### config.mk
export PLATFORM = sky130hd
export DESIGN_NAME = word_crc8_deframer_top
export DESIGN_NICKNAME = d
export VERILOG_FILES = /design/src/rtl/core/wcd_pkg.sv /design/src/rtl/core/word_crc8_deframer_top.sv
export SDC_FILE = /design/constraint.sdc
export NUM_CORES = 1
export LEC_CHECK = 0
export BUFFER_PORTS_ARGS = -buffer_cell sky130_fd_sc_hd__buf_2
export CAP_MARGIN = 20
export CORE_MARGIN = 10
export CORE_UTILIZATION = 35
export CTS_CLUSTER_DIAMETER = 150
export DETAILED_ROUTE_END_ITERATION = 7
export GPL_TIMING_DRIVEN = 0
export PLACE_DENSITY = 0.51
export SETUP_SLACK_MARGIN = 0.15
export SYNTH_ARGS = -nofsm -noshare
export SYNTH_HDL_FRONTEND = slang
export SYNTH_SLANG_ARGS = --single-unit
export TNS_END_PERCENT = 1
### constraint.sdc
create_clock -name clk_i -period 4.8 [get_ports clk_i]
set_input_delay 0.24 -clock clk_i [delete_from_list [all_inputs] [get_ports clk_i]]
set_output_delay 0.24 -clock clk_i [all_outputs]
set_load 0.05 [all_outputs]
### src/rtl/core/wcd_pkg.sv
`default_nettype none
// ----------------------------------------------------------------------------
// wcd_pkg
// Shared constants, register indexes, status codes and the byte-wise CRC-8
// update for the word CRC-8 deframer.
// ----------------------------------------------------------------------------
package wcd_pkg;

  // default bound on the payload length of one read
  localparam int unsigned MAX_DATA_LENGTH = 256;

  // configuration port widths
  localparam int unsigned CFG_IDX_W  = 2;
  localparam int unsigned CFG_DATA_W = 9;

  // register indexes
  localparam logic [CFG_IDX_W-1:0] REG_CRC_POLY = 2'd0;
  localparam logic [CFG_IDX_W-1:0] REG_CRC_INIT = 2'd1;
  localparam logic [CFG_IDX_W-1:0] REG_DATA_LEN = 2'd2;

  // register reset values
  localparam logic [7:0] CRC_POLY_RESET = 8'h31;
  localparam logic [7:0] CRC_INIT_RESET = 8'hFF;

  // field widths
  localparam int unsigned LEN_W    = 9;
  localparam int unsigned STATUS_W = 2;

  // result status codes
  localparam logic [STATUS_W-1:0] STATUS_OK      = 2'd0;
  localparam logic [STATUS_W-1:0] STATUS_CRC_ERR = 2'd1;
  localparam logic [STATUS_W-1:0] STATUS_LEN_ERR = 2'd2;

  // group positions
  localparam logic [1:0] POS_HIGH = 2'd0;
  localparam logic [1:0] POS_LOW  = 2'd1;
  localparam logic [1:0] POS_CRC  = 2'd2;

  // msb-first crc-8 update over one byte, eight shift steps
  function automatic logic [7:0] crc8_feed(input logic [7:0] crc,
                                           input logic [7:0] data,
                                           input logic [7:0] poly);
    logic [7:0] c;
    c = crc ^ data;
    for (int b = 0; b < 8; b++) begin
      if (c[7]) begin
        c = {c[6:0], 1'b0} ^ poly;
      end else begin
        c = {c[6:0], 1'b0};
      end
    end
    return c;
  endfunction

endpackage
`default_nettype wire

### src/rtl/core/word_crc8_deframer_top.sv
`default_nettype none
// Each byte is held in the input register until the result register can take its result.
// Throughput: one byte per cycle; the input register and the result register
// each hold one item, so input stall only rises while both are full and the
// output is stalled.
// Reset: control state cleared, registers back to polynomial 0x31, initial
// value 0xFF, length 0; the deframer idles until a first byte arrives.
// ----------------------------------------------------------------------------
// word_crc8_deframer_top
// Checks byte groups of two data bytes and one CRC-8 byte, emits the 16-bit
// word for each good group, or a CRC / length error that ends the read.
// ----------------------------------------------------------------------------
module word_crc8_deframer_top #(
  parameter int unsigned MaxDataLength = wcd_pkg::MAX_DATA_LENGTH
) (
  input  wire logic                           clk_i,
  input  wire logic                           rst_ni,
  // configuration write channel
  input  wire logic                           cfg_valid_i,
  output logic                                cfg_ready_o,
  input  wire logic [wcd_pkg::CFG_IDX_W-1:0]  cfg_index_i,
  input  wire logic [wcd_pkg::CFG_DATA_W-1:0] cfg_data_i,
  // byte input channel
  input  wire logic                           in_valid_i,
  output logic                                in_stall_o,
  input  wire logic [7:0]                     rx_byte_i,
  input  wire logic                           first_byte_i,
  // result channel
  output logic                                out_valid_o,
  input  wire logic                           out_stall_i,
  output logic [15:0]                         word_value_o,
  output logic [wcd_pkg::STATUS_W-1:0]        result_status_o,
  output logic                                last_word_o
);

  // largest usable length and word count
  localparam int unsigned LenMax   = (1 << wcd_pkg::LEN_W) - 1;
  localparam int unsigned LenBound = (MaxDataLength < LenMax) ? MaxDataLength : LenMax;
  localparam int unsigned WordsMax = LenBound / 2;
  localparam int unsigned CntW     = (WordsMax < 2) ? 1 : $clog2(WordsMax + 1);

  // configuration registers
  logic [7:0]                crc_poly_q;
  logic [7:0]                crc_init_q;
  logic [wcd_pkg::LEN_W-1:0] data_len_q;

  assign cfg_ready_o = 1'b1;

  always_ff @(posedge clk_i or negedge rst_ni) begin
    if (!rst_ni) begin
      crc_poly_q <= wcd_pkg::CRC_POLY_RESET;
      crc_init_q <= wcd_pkg::CRC_INIT_RESET;
      data_len_q <= '0;
    end else if (cfg_valid_i && cfg_ready_o) begin
      unique case (cfg_index_i)
        wcd_pkg::REG_CRC_POLY: crc_poly_q <= cfg_data_i[7:0];
        wcd_pkg::REG_CRC_INIT: crc_init_q <= cfg_data_i[7:0];
        wcd_pkg::REG_DATA_LEN: data_len_q <= cfg_data_i;
        default: ;
      endcase
    end
  end

  // input register
  logic       s1_valid_q;
  logic [7:0] s1_byte_q;
  logic       s1_first_q;
  logic       out_valid_q;
  logic       out_free;
  logic       advance;

  assign out_free   = !out_valid_q || !out_stall_i;
  assign advance    = s1_valid_q && out_free;
  assign in_stall_o = s1_valid_q && !out_free;

  always_ff @(posedge clk_i or negedge rst_ni) begin
    if (!rst_ni) begin
      s1_valid_q <= 1'b0;
    end else if (!in_stall_o) begin
      s1_valid_q <= in_valid_i;
    end
  end

  always_ff @(posedge clk_i) begin
    if (in_valid_i && !in_stall_o) begin
      s1_byte_q  <= rx_byte_i;
      s1_first_q <= first_byte_i;
    end
  end

  // deframing state
  logic [7:0]      crc_acc_q, crc_acc_d;
  logic [1:0]      pos_q, pos_d;
  logic [7:0]      high_q, high_d;
  logic [7:0]      low_q, low_d;
  logic [CntW-1:0] wcnt_q, wcnt_d;
  logic            discard_q, discard_d;

  // result computed this cycle
  logic                         res_valid;
  logic [15:0]                  res_word;
  logic [wcd_pkg::STATUS_W-1:0] res_status;
  logic                         res_last;

  // effective length and expected words
  logic [wcd_pkg::LEN_W-1:0] len_eff;
  logic [CntW-1:0]           words;
  logic [1:0]                pos_eff;
  logic [CntW-1:0]           wcnt_eff;
  logic [CntW-1:0]           wcnt_inc;
  logic                      discard_eff;
  logic [7:0]                crc_in;
  logic [7:0]                crc_new;

  assign len_eff  = (32'(data_len_q) > 32'(LenBound)) ? wcd_pkg::LEN_W'(LenBound)
                                                      : data_len_q;
  assign words    = CntW'(len_eff >> 1);
  assign pos_eff  = s1_first_q ? wcd_pkg::POS_HIGH : pos_q;
  assign wcnt_eff = s1_first_q ? '0 : wcnt_q;
  assign wcnt_inc = wcnt_eff + CntW'(1);
  assign discard_eff = s1_first_q ? 1'b0 : discard_q;
  assign crc_in   = (pos_eff == wcd_pkg::POS_HIGH) ? crc_init_q : crc_acc_q;
  assign crc_new  = wcd_pkg::crc8_feed(crc_in, s1_byte_q, crc_poly_q);

  // one byte of the group
  always_comb begin
    crc_acc_d  = crc_acc_q;
    pos_d      = pos_q;
    high_d     = high_q;
    low_d      = low_q;
    wcnt_d     = wcnt_q;
    discard_d  = discard_q;
    res_valid  = 1'b0;
    res_word   = '0;
    res_status = wcd_pkg::STATUS_OK;
    res_last   = 1'b0;
    if (advance) begin
      pos_d     = pos_eff;
      wcnt_d    = wcnt_eff;
      discard_d = discard_eff;
      priority if (s1_first_q && data_len_q[0]) begin
        // odd length, drop the read
        discard_d  = 1'b1;
        res_valid  = 1'b1;
        res_status = wcd_pkg::STATUS_LEN_ERR;
        res_last   = 1'b1;
      end else if (discard_eff) begin
        // ignored byte
      end else if (wcnt_eff >= words) begin
        discard_d = 1'b1;
      end else if (pos_eff == wcd_pkg::POS_HIGH) begin
        crc_acc_d = crc_new;
        high_d    = s1_byte_q;
        pos_d     = wcd_pkg::POS_LOW;
      end else if (pos_eff == wcd_pkg::POS_LOW) begin
        crc_acc_d = crc_new;
        low_d     = s1_byte_q;
        pos_d     = wcd_pkg::POS_CRC;
      end else if (crc_acc_q != s1_byte_q) begin
        // crc byte does not match
        pos_d      = wcd_pkg::POS_HIGH;
        crc_acc_d  = crc_init_q;
        discard_d  = 1'b1;
        res_valid  = 1'b1;
        res_status = wcd_pkg::STATUS_CRC_ERR;
        res_last   = 1'b1;
      end else begin
        // good word
        pos_d     = wcd_pkg::POS_HIGH;
        crc_acc_d = crc_init_q;
        wcnt_d    = wcnt_inc;
        res_valid = 1'b1;
        res_word  = {high_q, low_q};
        res_last  = (wcnt_inc >= words);
        discard_d = res_last;
      end
    end
  end

  always_ff @(posedge clk_i or negedge rst_ni) begin
    if (!rst_ni) begin
      crc_acc_q <= wcd_pkg::CRC_INIT_RESET;
      pos_q     <= wcd_pkg::POS_HIGH;
      high_q    <= '0;
      low_q     <= '0;
      wcnt_q    <= '0;
      discard_q <= 1'b1;
    end else begin
      crc_acc_q <= crc_acc_d;
      pos_q     <= pos_d;
      high_q    <= high_d;
      low_q     <= low_d;
      wcnt_q    <= wcnt_d;
      discard_q <= discard_d;
    end
  end

  // result register
  logic [15:0]                  word_q;
  logic [wcd_pkg::STATUS_W-1:0] status_q;
  logic                         last_q;

  always_ff @(posedge clk_i or negedge rst_ni) begin
    if (!rst_ni) begin
      out_valid_q <= 1'b0;
    end else if (out_free) begin
      out_valid_q <= res_valid;
    end
  end

  always_ff @(posedge clk_i) begin
    if (res_valid) begin
      word_q   <= res_word;
      status_q <= res_status;
      last_q   <= res_last;
    end
  end

  assign out_valid_o     = out_valid_q;
  assign word_value_o    = word_q;
  assign result_status_o = status_q;
  assign last_word_o     = last_q;

  // checks
  a_err_is_last: assert property (@(posedge clk_i) disable iff (!rst_ni)
    out_valid_o && (result_status_o != wcd_pkg::STATUS_OK) |-> last_word_o)
    else $error("error result without last flag");

  a_err_word_zero: assert property (@(posedge clk_i) disable iff (!rst_ni)
    out_valid_o && (result_status_o != wcd_pkg::STATUS_OK) |-> (word_value_o == 16'h0000))
    else $error("error result carries a word");

  a_stall_only_full: assert property (@(posedge clk_i) disable iff (!rst_ni)
    in_stall_o |-> (s1_valid_q && out_valid_q && out_stall_i))
    else $error("input stalled with room in the pipeline");

  a_last_sets_discard: assert property (@(posedge clk_i) disable iff (!rst_ni)
    res_valid && res_last |=> discard_q)
    else $error("final result did not close the read");

endmodule
`default_nettype wire
Word-level counts from Yosys, hierarchy flattened
Index checks and enable logic that the tools add are counted.
{ "word_totals": {"regBits": 90, "output_inout_bits": 22, "word_cells": 105, "input_bits": 25} }
{ "classes": {"n_reduce_logical": 19, "n_lt_le_gt_ge": 3, "muxes": 47, "n_bitwise": 14, "n_addsub": 1, "eq_ne": 4} }
{ "ops": {"columns": ["cell", "count"], "rows": [
  ["two-way mux 8 bit", 18],
  ["bitwise XOR 8 bit", 9],
  ["two-way mux 1 bit", 21],
  [">= comparator 8 bit", 2],
  ["two-way mux 2 bit", 7],
  ["> comparator 9 bit, second input constant", 1],
  ["two-way mux 9 bit", 1],
  ["adder 8 x 1 -> 8 bit, second input constant", 1],
  ["!= test 8 bit", 1],
  ["OR reduction 7 bit", 1],
  ["AND reduction 2 bit", 3],
  ["AND reduction 6 bit", 1],
  ["OR reduction 6 bit", 1],
  ["NOT 1 bit", 5],
  ["AND reduction 5 bit", 1],
  ["== test 2 x 1 -> 1 bit, second input constant", 2],
  ["logical AND 1 bit", 4],
  ["zero test 1 bit", 4],
  ["zero test 2 bit", 2],
  ["AND reduction 4 bit", 1],
  ["== test 2 bit, second input constant", 1],
  ["logical OR 1 bit", 1]
]} }

Longest topological paths before layout
Gate-level depths: netlist of the first run.
{ "logic_depth": {"word_depth": 22, "ltp_mapped": 18, "depth_no_buf": 16} }

Least setup slack after synthesis of the first run
Ideal clock, no wire load.
{ "synth_path": {"path_kind": "register -> register", "from": "reg crc_init_q[7]", "to": "reg crc_acc_q[3]", "t_required_ns": 4.719, "stages_incl_launch_ff": 15, "arrival_ns": 4.088, "path_buffers": 1, "setup_time_ns": 0.081, "period_less_slack_ns": 4.169, "setup_slack_ns": 0.631, "path_cell_list": "dfstp_2 -> nor2b_1 -> o21ai_0 -> and2_1 -> buf_4 -> o22ai_1 -> o31ai_1 -> a2111oi_0 -> a311o_1 -> o32ai_1 -> mux2_4 -> a221oi_1 -> xnor3_1 -> o311a_1 -> o211ai_1"} }
{ "synth_via": {"elab_chain_cells": 18, "word_cells_on_any_way": 19, "classes_between": "mux (11); bitwise (8)"} }
{ "synth_lines": {"columns": ["item", "line", "source"], "rows": [
  ["from (decl)", "word_crc8_deframer_top.sv:44", "logic [7:0] crc_init_q;"],
  ["from (signal assigned)", "word_crc8_deframer_top.sv:52", "crc_init_q <= wcd_pkg::CRC_INIT_RESET;"],
  ["from (signal assigned)", "word_crc8_deframer_top.sv:57", "wcd_pkg::REG_CRC_INIT: crc_init_q <= cfg_data_i[7:0];"],
  ["two-way mux 8 bit *", "word_crc8_deframer_top.sv:122", "assign crc_in = (pos_eff == wcd_pkg::POS_HIGH) ? crc_init_q : crc_acc_q;"],
  ["bitwise XOR 8 bit *", "wcd_pkg.sv:44", "c = crc ^ data;"],
  ["two-way mux 8 bit *", "wcd_pkg.sv:46", "if (c[7]) begin"],
  ["bitwise XOR 8 bit", "wcd_pkg.sv:47", "c = {c[6:0], 1'b0} ^ poly;"],
  ["two-way mux 8 bit *", "wcd_pkg.sv:46", null],
  ["bitwise XOR 8 bit", "wcd_pkg.sv:47", null],
  ["two-way mux 8 bit *", "wcd_pkg.sv:46", null],
  ["bitwise XOR 8 bit", "wcd_pkg.sv:47", null],
  ["two-way mux 8 bit * (2 in series)", "wcd_pkg.sv:46", null],
  ["bitwise XOR 8 bit / two-way mux 8 bit (equally long branches)", "wcd_pkg.sv:47, wcd_pkg.sv:46", null],
  ["two-way mux 8 bit *", "wcd_pkg.sv:46", null],
  ["bitwise XOR 8 bit / two-way mux 8 bit (equally long branches)", "wcd_pkg.sv:47, wcd_pkg.sv:46", null],
  ["two-way mux 8 bit *", "wcd_pkg.sv:46", null],
  ["bitwise XOR 8 bit / two-way mux 8 bit (equally long branches)", "wcd_pkg.sv:47, wcd_pkg.sv:46", null],
  ["two-way mux 8 bit *", "wcd_pkg.sv:46", null],
  ["two-way mux 8 bit", "word_crc8_deframer_top.sv:155", "end else if (pos_eff == wcd_pkg::POS_LOW) begin"],
  ["two-way mux 8 bit *", "word_crc8_deframer_top.sv:151", "end else if (pos_eff == wcd_pkg::POS_HIGH) begin"],
  ["to (signal assigned)", "word_crc8_deframer_top.sv:182", "crc_acc_q <= wcd_pkg::CRC_INIT_RESET;"],
  ["to (signal assigned)", "word_crc8_deframer_top.sv:189", "crc_acc_q <= crc_acc_d;"],
  ["to (decl)", "word_crc8_deframer_top.sv:92", "logic [7:0] crc_acc_q, crc_acc_d;"]
]} }
Mark *: on every way between the ends. The rest lies on a longest branch, timed or not.
A chain may end at the register's enable or synchronous reset.

Worst setup path in the final report of the first run
{ "layout_path": {"from": "reg pos_q[1]", "to": "reg crc_acc_q[7]"} }
{ "layout_via": {"elab_chain_cells": 21, "word_cells_on_any_way": 23, "classes_between": "eq/ne (1); mux (12); bitwise (9); reduce/logical (1)"} }
{ "layout_lines": {"columns": ["item", "line", "source"], "rows": [
  ["from (decl)", "word_crc8_deframer_top.sv:93", "logic [1:0] pos_q, pos_d;"],
  ["from (signal assigned)", "word_crc8_deframer_top.sv:183", "pos_q <= wcd_pkg::POS_HIGH;"],
  ["from (signal assigned)", "word_crc8_deframer_top.sv:190", "pos_q <= pos_d;"],
  ["two-way mux 2 bit *", "word_crc8_deframer_top.sv:118", "assign pos_eff = s1_first_q ? wcd_pkg::POS_HIGH : pos_q;"],
  ["zero test 2 bit", "word_crc8_deframer_top.sv:122, word_crc8_deframer_top.sv:151", null],
  ["two-way mux 8 bit", "word_crc8_deframer_top.sv:122", null],
  ["bitwise XOR 8 bit", "wcd_pkg.sv:44", null],
  ["two-way mux 8 bit / bitwise XOR 8 bit (equally long branches)", "wcd_pkg.sv:46, wcd_pkg.sv:47", null],
  ["bitwise XOR 8 bit / two-way mux 8 bit (equally long branches)", "wcd_pkg.sv:47, wcd_pkg.sv:46", null],
  ["two-way mux 8 bit / bitwise XOR 8 bit (equally long branches)", "wcd_pkg.sv:46, wcd_pkg.sv:47", null],
  ["bitwise XOR 8 bit / two-way mux 8 bit (equally long branches)", "wcd_pkg.sv:47, wcd_pkg.sv:46", null],
  ["[5 not listed]", null, null],
  ["bitwise XOR 8 bit / two-way mux 8 bit (equally long branches)", "wcd_pkg.sv:47, wcd_pkg.sv:46", null],
  ["two-way mux 8 bit / bitwise XOR 8 bit (equally long branches)", "wcd_pkg.sv:46, wcd_pkg.sv:47", null],
  ["bitwise XOR 8 bit / two-way mux 8 bit (equally long branches)", "wcd_pkg.sv:47, wcd_pkg.sv:46", null],
  ["two-way mux 8 bit / bitwise XOR 8 bit (equally long branches)", "wcd_pkg.sv:46, wcd_pkg.sv:47", null],
  ["bitwise XOR 8 bit / two-way mux 8 bit (equally long branches)", "wcd_pkg.sv:47, wcd_pkg.sv:46", null],
  ["two-way mux 8 bit", "wcd_pkg.sv:46", null],
  ["two-way mux 8 bit", "word_crc8_deframer_top.sv:155", null],
  ["two-way mux 8 bit *", "word_crc8_deframer_top.sv:151", null]
]} }
Marked as above.

==> impl_metrics.ini, run 1 <==
[synthesis]
yosysMostFrequentCell = nand2_1
synth.avg_cell_area_um2 = 9.91
synth_area_leaders = dfrtp_1, edfxtp_1, dfstp_2, mux2_2, nand2_1
seq_area_frac_synth = 0.397
synth_area_um2 = 6090
ys_ff_latch = 90
synth_xor_area_frac = 0.0996
synth-compound-area-share = 0.176
yosys.area.top_type = dfrtp_1
synth_fp_nets = 657
synth_edf_count = 28
synthFlopType = dfrtp_1
synth_top_area_share = 0.172
yosys-top-cells-count = nand2_1, dfrtp_1, mux2_2
synthArstFlopShare = 0.689
synthMuxAreaShare = 0.0768
yosys_warnings = 0
synth_top_family_by_area = simple AND/OR/NAND/NOR gates
synth_cell_types = 76
yosys.area_share.simple = 0.182
synthAdderAreaFrac = 0.0349
syn_inst = 615

[floorplanning]
dieArea_um2 = 23100
io_pins = 47
start_util = 0.355
core-area_um2 = 17200
rows = 48
die_height_um = 152
die_x_um = 152

[global_routing]
use_met2 = 0.234
grt_pass1_wl_um = 26600
grtUsageMet1 = 0.179
grt_start_max_net_pins = 63
gr-total-overflow = 0
grtUsageMet3 = 0.0288
busiest_layer = met2
grt_pass1_vias = 4985
antenna_found_initial = 0
track_usage = 0.139

[flow_run]
max_cap_violations = 0

[placed_design]
port_buffers = 45
place_hpwl_um = 12500
placed_area_um2 = 6600
gp_congestion = 0.886
placed_cells = 885

[critical_path]
worstPathArrival_ns = 4.85
critPathMaxFanout = 10
cp_data_required_time_ns = 5.06
start_kind = flop
cpPeakStageDelay_ns = 0.57
crit_family = compound AO/OA/AOI/OAI gates
crit_type = reg -> reg
cp_slowest_cell = xnor2_1
cp.buffers_inverters = 1
end_kind = flop
crit_chain = o21bai_4 -> buf_8 -> a21oi_4 -> or2_4 -> or3_1 -> a31oi_4 -> nor2_1 -> a311o_1 -> o32a_1 -> xnor2_1 -> nand2_1 -> xnor3_1 -> and3_1 -> o31ai_1

[timing]
final.min_clock_period_ns = 4.60
finalCritPeriodShare = 0.958
max_slew_margin = 0.402
rsz0062_at_grt = true
slew_viol_final = 0
hold_viol = 0
tns_ns = 0
tightest_slew_ns = 0.889
holdWs_ns = 0.0594
setup_viol = 0
fmax_mhz = 218
fin_skew_ns = 0.00803

[final_layout]
drive_gt1_frac = 0.242
instances_no_fill = 914
final_area_um2 = 7120
final_util = 0.415
area_delta_synth_final_pct = 16.9
final_net_count = 726
antenna_cells = 0

[power_and_ir_drop]
total_leakage_power_uw = 0.00287
p_per_area_nw_per_um2 = 694
peakVddDrop_v = 0.000396

[cts]
cts_buffers = 9
cts.clk_slew.worst_paths_ns = 0.07
htreeDepth = 3
worstSkewPairLatency_ns = 0.35
cts-root-buf = clkbuf_16
tritoncts = built
cts.path.max_buffers = 2
clock-sinks = 90

[routing]
ant_nets = 0
drt_first_pass_iters = 8
drt_iter0_drc = 333
drc = 4
vias_per_cell = 5.59
wl_per_cell_um = 18.2
drt_wl_total_um = 16600
num_vias = 5105

[run_status]
violations = design-rule violations
status = finished, violations left

[hold_path]
hold_class = in -> reg
-- metal layers --
layer / up-vias / share of wire / wire length, µm
met4: 0 / 0.014 / 226
met3: 24 / 0.049 / 809
met1: 2509 / 0.45 / 7530
met5: - / 0 / 0
met2: 159 / 0.48 / 8060
li1: 2413 / - / -
-- area by class of cell --
cell class	instances	area (µm²)
Clock buffer	9	225
Buffer	29	144
Fill cell	1780	10100
Timing Repair Buffer	58	328
Clock inverter	7	72.6
Sequential cell	90	2420
Tap cell	225	282
Inverter	16	60.1
Multi-Input combinational cell	480	3590
-- logic make-up after synthesis --
| family | after synthesis |
|---|---|
| buffers and inverters | 45 |
| adder cells (fa/ha/maj) | 17 |
| AO/OA/AOI/OAI | 151 |
| flip-flops | 90 |
| XOR/XNOR | 50 |
| multiplexers | 42 |
| other | 1 |
| AND/OR/NAND/NOR | 219 |
-- flip-flops by register name (all words and copies together) (netlist names), 2 cells and up --
register,flops
result_status_o,2
high_q,8
wcnt_q,8
pos_q,2
crc_init_q,8
crc_acc_q,8
low_q,8
word_value_o,16
data_len_q,9
s1_byte_q,8
crc_poly_q,8
-- worst paths after layout --
kind,to,slack (ns),depth (start not counted),start
worst max-delay path,crc_acc_q[7]$_DFFE_PN1P_,0.20,14,pos_q[1]$_DFFE_PN0P_
worst min-delay path,s1_byte_q[7]$_DFFE_PP_,0.06,1,rx_byte_i[7]
worst max register to register,crc_acc_q[7]$_DFFE_PN1P_,0.20,14,pos_q[1]$_DFFE_PN0P_
worst min register to register,crc_acc_q[0]$_DFFE_PN1P_,0.49,2,crc_acc_q[0]$_DFFE_PN1P_
max in group asynchronous,low_q[6]$_DFFE_PN0P_,3.76,2,rst_ni
min in group asynchronous,wcnt_q[1]$_DFFE_PN0P_,0.49,2,rst_ni
-- metrics by stage --
step | power, µW | worst slack [ns]
after floorplan | 3340 | 0.631
after global placement | 3960 | -0.228
after detailed placement | 4010 | -0.263
after CTS | 4790 | 0.145
after global routing | 5240 | 0.0332
final | 4940 | 0.203
-- repair_timing --
item | in CTS | in global routing
hold endpoints to repair | 13 | 0
setup endpoints to repair | 8 | 8
pin swaps | 2 | 1
buffers inserted | 1 | 11
gates resized for setup | 9 | 16
hold buffers | 1 | 0
-- power breakdown --
| group | switching, µW | total, µW | internal [µW] |
|---|---|---|---|
| sequential | 140 | 1160 | 1030 |
| clock | 326 | 692 | 366 |
| combinational | 1750 | 3080 | 1330 |
| total | 2220 | 4940 | 2720 |
-- placed cells by master (no fill, tap or decap), types with 16 or more instances in the layout --
cell type,synthesis,layout
dfrtp_1,42,42
inv_1,16,16
nand2_1,73,72
buf_2,5,48
nand3_1,30,30
mux2_2,34,34
a21oi_1,26,25
ha_1,17,17
and2_1,22,21
edfxtp_1,28,28
clkbuf_1,19,19
dfstp_2,20,20
o21ai_0,31,30
xnor2_1,27,26
nor2_1,23,20
Note: power is estimated with default switching activity, not from simulation.
==> inputs of run 2 (changes only) <==
--- a/config.mk
+++ b/config.mk
@@ -5,6 +5,7 @@
 export SDC_FILE = /design/constraint.sdc
 export NUM_CORES = 1
 export LEC_CHECK = 0
+export ABC_AREA = 1
 export BUFFER_PORTS_ARGS = -buffer_cell sky130_fd_sc_hd__buf_2
 export CAP_MARGIN = 20
 export CORE_MARGIN = 10
==> impl_metrics.ini, run 2 <==
[critical_path]
critPathMaxFanout = 10
crit_chain = clkbuf_1 -> nor2_1 -> ha_1 -> a21boi_0 -> o21ai_0 -> nand2_1 -> a21oi_1 -> nor2_1 -> o21a_1 -> o21ai_0 -> nand2_1 -> nor3_1 -> nand2_1 -> inv_1 -> nand2_1 -> clkbuf_1 -> nor2_1
end_kind = flop
cp_slowest_cell = nor3_1
crit_type = reg -> reg
cpPeakStageDelay_ns = 0.43
start_kind = flop
crit_top_cell = nand2_1
worstPathArrival_ns = 4.02
cp_data_required_time_ns = 4.99
r2r_cells = 17
crit_family = simple AND/OR/NAND/NOR gates
cp.buffers_inverters = 3
worstSetupPathDepth = 17

[synthesis]
yosys-top-cells-count = nand2_1, inv_1, nand3_1
synth_area_um2 = 5810
synth_fp_nets = 834
seq_area_frac_synth = 0.416
synthFlopType = dfrtp_1
ys_ff_latch = 90
synth_area_leaders = dfrtp_1, nand2_1, edfxtp_1, dfstp_2, inv_1
synth.avg_cell_area_um2 = 7.34
yosysMostFrequentCell = nand2_1
synthArstFlopShare = 0.689
syn_inst = 792
synth_cell_types = 39
synth_top_area_share = 0.181
synth_edf_count = 28
yosys.area.top_type = dfrtp_1
yosys_warnings = 0

[final_layout]
area_delta_synth_final_pct = 13.5
instances_no_fill = 1073
drive_gt1_frac = 0.143
final_common_cell = nand2_1
final_cell_mix = nand2_1, inv_1, nand3_1
largest_reg_flops = 16
final_net_count = 890
antenna_cells = 0
final_util = 0.402

[floorplanning]
dieArea_um2 = 22200
core-area_um2 = 16400
io_pins = 47
rows = 47
die_x_um = 149
start_util = 0.354
die_height_um = 149

[timing]
rsz0062_at_grt = false
tns_ns = 0
max_slew_margin = 0.453
finalCritPeriodShare = 0.797
hold_viol = 11
final.min_clock_period_ns = 3.83
holdWs_ns = -0.0347
slew_viol_final = 0
setup_ws_ns = 0.972
fmax_mhz = 261
setup_viol = 0
tightest_slew_ns = 0.821
fin_skew_ns = 0.0100

[power_and_ir_drop]
peakVddDrop_v = 0.000219
p_total_uw = 3720
total_leakage_power_uw = 0.00329
p_per_area_nw_per_um2 = 564

[cts]
tritoncts = built
ctsHoldBuffers = 0
cts_buffers = 9
worstSkewPairLatency_ns = 0.34
cts.clk_slew.worst_paths_ns = 0.07
cts_resized = 0
post-cts-setup-buffers = 0
clock-sinks = 90
cts-root-buf = clkbuf_16
cts.path.max_buffers = 2
htreeDepth = 3

[global_routing]
grt_pass1_vias = 4789
antenna_found_initial = 0
gr-total-overflow = 0
track_usage = 0.136
grt_start_max_net_pins = 63
grt_pass1_wl_um = 24500

[run_status]
violations = negative hold slack
status = finished, violations left

[routing]
ant_nets = 0
drt_first_pass_iters = 5
drt_wl_total_um = 14500
num_vias = 4932
vias_per_cell = 4.60
wl_per_cell_um = 13.5
drt_iter0_drc = 246
drc = 0

[flow_run]
max_cap_violations = 0

[placed_design]
gp_congestion = 0.829
port_buffers = 45
pre_cts_slack_ns = 0.953
placed_cells = 1057
place_hpwl_um = 11200

[hold_path]
hold_class = in -> async
==> run 2: final cells by class <==
| type | instances | area [µm²] |
|---|---|---|
| Fill cell | 1746 | 9810 |
| Tap cell | 220 | 275 |
| Clock buffer | 9 | 225 |
| Sequential cell | 90 | 2420 |
| Inverter | 123 | 464 |
| Clock inverter | 7 | 53.8 |
| Multi-Input combinational cell | 554 | 2780 |
| Timing Repair Buffer | 45 | 228 |
| Buffer | 25 | 150 |
==> run 2: path summary, 6_finish.rpt <==
check / slack, ns / endpoint / start
worst max-delay path: 0.97 / word_value_o[8]$_SDFFCE_PP0P_ / s1_first_q$_DFFE_PP_
worst min-delay path: -0.03 / wcnt_q[3]$_DFFE_PN0P_ / rst_ni
worst max register to register: 0.97 / word_value_o[8]$_SDFFCE_PP0P_ / s1_first_q$_DFFE_PP_
worst min register to register: 0.48 / wcnt_q[2]$_DFFE_PN0P_ / wcnt_q[2]$_DFFE_PN0P_
max in group asynchronous: 4.26 / low_q[0]$_DFFE_PN0P_ / rst_ni
min in group clk_i: 0.08 / s1_byte_q[1]$_DFFE_PP_ / rx_byte_i[1]
==> run 2: per-stage QoR <==
step           cell area (µm²)  hold slack, ns
2_1_floorplan             5810         -0.0556
3_3_place_gp              6310           0.417
3_5_place_dp              6310           0.392
4_1_cts                   6590          0.0211
5_1_grt                   6590          0.0447
6_report                  6590         -0.0347
==> run 2: logic make-up (layout without fill, tap and decap cells) <==
kind of cell | Yosys count | after routing | synth area share
compound gates | 94 | 94 | 0.0887
xor+xnor | 28 | 28 | 0.0422
fa+ha+maj | 17 | 17 | 0.0366
buf+inv | 148 | 209 | 0.106
flops | 90 | 90 | 0.416
other cells | 1 | 1 | 0.000645
simple gates | 414 | 414 | 0.310
==> run 2: power by group <==
part	switching (µW)	leakage, µW	internal (µW)
clock network	309	0.000135	356
registers	117	0.00102	997
logic	1270	0.00213	678
==> run 2: worst reg2reg max path: cells and delay by family, from the launching register on <==
kind                       cells  cell delay [ns]
DFF                            1             0.41
adders and majority gates      1             0.33
and+or+nand+nor                8             1.41
buffers and inverters          3             0.86
AOI/OAI and AO/OA              5             0.67
==> run 2: layer usage <==
layer  GRT usage  wire length, µm  share of wire
met3      0.0279              627          0.043
met4      0.0250               88         0.0061
met5           0                0              0
met1       0.186             7260           0.50
met2       0.217             6500           0.45
==> inputs of run 3 (changes only) <==
--- a/config.mk
+++ b/config.mk
@@ -5,7 +5,7 @@
 export SDC_FILE = /design/constraint.sdc
 export NUM_CORES = 1
 export LEC_CHECK = 0
-export ABC_AREA = 1
+export ABC_AREA = 0
 export BUFFER_PORTS_ARGS = -buffer_cell sky130_fd_sc_hd__buf_2
 export CAP_MARGIN = 20
 export CORE_MARGIN = 10
@@ -13,7 +13,7 @@
 export CTS_CLUSTER_DIAMETER = 150
 export DETAILED_ROUTE_END_ITERATION = 7
 export GPL_TIMING_DRIVEN = 0
-export PLACE_DENSITY = 0.51
+export PLACE_DENSITY = 0.53
 export SETUP_SLACK_MARGIN = 0.15
 export SYNTH_ARGS = -nofsm -noshare
 export SYNTH_HDL_FRONTEND = slang
==> constraint.sdc (replaced) <==
create_clock -name clk_i -period 3.1 [get_ports clk_i]
set_input_delay 0.155 -clock clk_i [delete_from_list [all_inputs] [get_ports clk_i]]
set_output_delay 0.155 -clock clk_i [all_outputs]
set_load 0.05 [all_outputs]
==> impl_metrics.ini, run 3 (synthesis results as in run 1) <==
[run_status]
status = finished, violations left
violations = negative setup slack

[power_and_ir_drop]
p_per_area_nw_per_um2 = 1110
p_sw_frac = 0.435
combPwrFrac = 0.673
p_sw_uw = 3840
power.share.clock = 0.121
internal-power_uw = 4990
pwr-share-seq = 0.206
total_leakage_power_uw = 0.00320
p_total_uw = 8820
peakVddDrop_v = 0.000529

[routing]
vias_per_cell = 5.56
drt_wl_total_um = 17300
ant_nets = 0
drt_iter0_drc = 415
drc = 0
wl_per_cell_um = 18.1
drt_first_pass_iters = 5
num_vias = 5294

[final_layout]
final_cell_mix = nand2_1, buf_2, buf_4
fillers = 1661
antenna_cells = 0
drive_gt1_frac = 0.349
final_common_cell = nand2_1
largest_reg_flops = 16
area_delta_synth_final_pct = 29.9
final_net_count = 765

[critical_path]
crit_family = compound AO/OA/AOI/OAI gates
cp.buffers_inverters = 2
critPathMaxFanout = 5
cp_data_required_time_ns = 3.35
end_kind = flop
cp_slowest_cell = dfstp_2
cpPeakStageDelay_ns = 0.62
worstPathArrival_ns = 4.45
start_kind = flop
crit_top_cell = buf_4
crit_type = reg -> reg
crit_chain = nand2b_4 -> a21boi_4 -> or2_4 -> or3_4 -> nand4_1 -> buf_4 -> a2111oi_2 -> a311o_1 -> o32a_4 -> mux2i_4 -> buf_4 -> a221oi_2 -> xnor3_2 -> o311a_1 -> o211ai_1

[cts]
tritoncts = built
clock-sinks = 90
cts.path.max_buffers = 2
cts-root-buf = clkbuf_16
htreeDepth = 3
worstSkewPairLatency_ns = 0.34
cts_buffers = 9
cts.clk_slew.worst_paths_ns = 0.07

[floorplanning]
core-area_um2 = 17200
io_pins = 47
die_height_um = 152
dieArea_um2 = 23100
start_util = 0.355
die_x_um = 152
rows = 48

[timing]
setup_ws_ns = -1.10
finalCritPeriodShare = 1.35
final.min_clock_period_ns = 4.20
hold_viol = 0
holdWs_ns = 0.0229
slew_viol_final = 0
fmax_mhz = 238
rsz0062_at_grt = true
tns_ns = -13.26
tightest_slew_ns = 0.832
setup_viol = 63
max_slew_margin = 0.440
fin_skew_ns = 0.0115

[placed_design]
gp_congestion = 0.892
place_hpwl_um = 12500
pre_cts_slack_ns = -1.62
port_buffers = 45

[hold_path]
hold_class = in -> reg

[global_routing]
grt_start_max_net_pins = 63
grt_pass1_vias = 5071
antenna_found_initial = 0
gr-total-overflow = 0
grt_pass1_wl_um = 27500
track_usage = 0.143

[flow_run]
max_cap_violations = 0
==> run 3: cell types whose count changed in the layout (fill, tap and decap cells not counted), sizes merged, moves of 12 or more <==
cell   previous run  this run
a21oi            15        27
buf              59       100
inv             121        16
nand3            79        30
nor2             74        24
o21ai            62        31
mux2              0        35
and2              0        22
nand2           247        73
xnor2            13        27
==> run 3: path summary, 6_finish.rpt <==
| check | from | end | slack, ns | cells past startpoint |
|---|---|---|---|---|
| setup / recovery | crc_init_q[6]$_DFFE_PN1P_ | crc_acc_q[3]$_DFFE_PN1P_ | -1.10 | 15 |
| hold / removal | in_valid_i | s1_valid_q$_DFFE_PN0N_ | 0.02 | 2 |
| max in group asynchronous | rst_ni | pos_q[1]$_DFFE_PN0P_ | 2.10 | 2 |
| min in group asynchronous | rst_ni | wcnt_q[1]$_DFFE_PN0P_ | 0.43 | 2 |
| hold reg to reg | high_q[3]$_DFFE_PN0P_ | high_q[3]$_DFFE_PN0P_ | 0.50 | 1 |
| setup reg to reg | crc_init_q[6]$_DFFE_PN1P_ | crc_acc_q[3]$_DFFE_PN1P_ | -1.10 | 15 |
==> run 3: final cells by class <==
type                    instances  area (µm²)  share of cell area
flip-flops and latches         90        2420               0.306
multi-input cells             480        3980               0.503
inverters                      16        67.6             0.00854
repair buffers                 97         664              0.0840
clock buffers                  10         250              0.0316
plain buffers                  29         201              0.0255
clock inverters                 6        46.3             0.00585
well taps                     225         282              0.0356
==> run 3: stage by stage <==
| step | util | area [µm²] | cells |
|---|---|---|---|
| after floorplan | - | 6130 | 615 |
| after global placement | 0.386 | 6630 | 885 |
| after CTS | 0.436 | 7480 | 928 |
| after global routing | 0.461 | 7910 | 953 |
| after detailed placement | 0.386 | 6640 | 885 |
| final | 0.461 | 7910 | 953 |
==> run 3: layer usage <==
layer / share of wire / track usage / vias to the layer above
met3: 0.057 / 0.0285 / 25
met2: 0.47 / 0.228 / 196
met1: 0.45 / 0.193 / 2566
li1: - / - / 2507
met4: 0.015 / 0.0344 / 0
met5: 0 / 0 / -
==> run 3: what timing repair did <==
action / 4_1_cts / 5_1_grt
setup endpoints to repair: 73 / 73
gates cloned: 0 / 1
pin swaps: 17 / 32
hold buffers: 10 / 0
setup buffers: 17 / 24
endpoints found under the hold margin: 51 / 0
gates resized for setup: 73 / 59
==> run 3: worst register-to-register path, stage by stage (launching register included) <==
cell       delay [ns]
dfstp_2          0.62
nand2b_4         0.17
a21boi_4         0.07
or2_4            0.28
or3_4            0.39
nand4_1          0.13
buf_4            0.15
a2111oi_2        0.07
a311o_1          0.39
o32a_4           0.44
mux2i_4          0.22
buf_4            0.17
a221oi_2         0.24
xnor3_2          0.34
o311a_1          0.31
o211ai_1         0.09
==> run 3: power groups by stage <==
stage | clock network [µW] | registers, µW | logic [µW]
after CTS | 1100 | 1810 | 5200
after global routing | 1140 | 1860 | 6320
after floorplan | 0 | 1850 | 3390
final | 1070 | 1820 | 5940
after detailed placement | 0 | 1830 | 4490
after global placement | 0 | 1820 | 4410
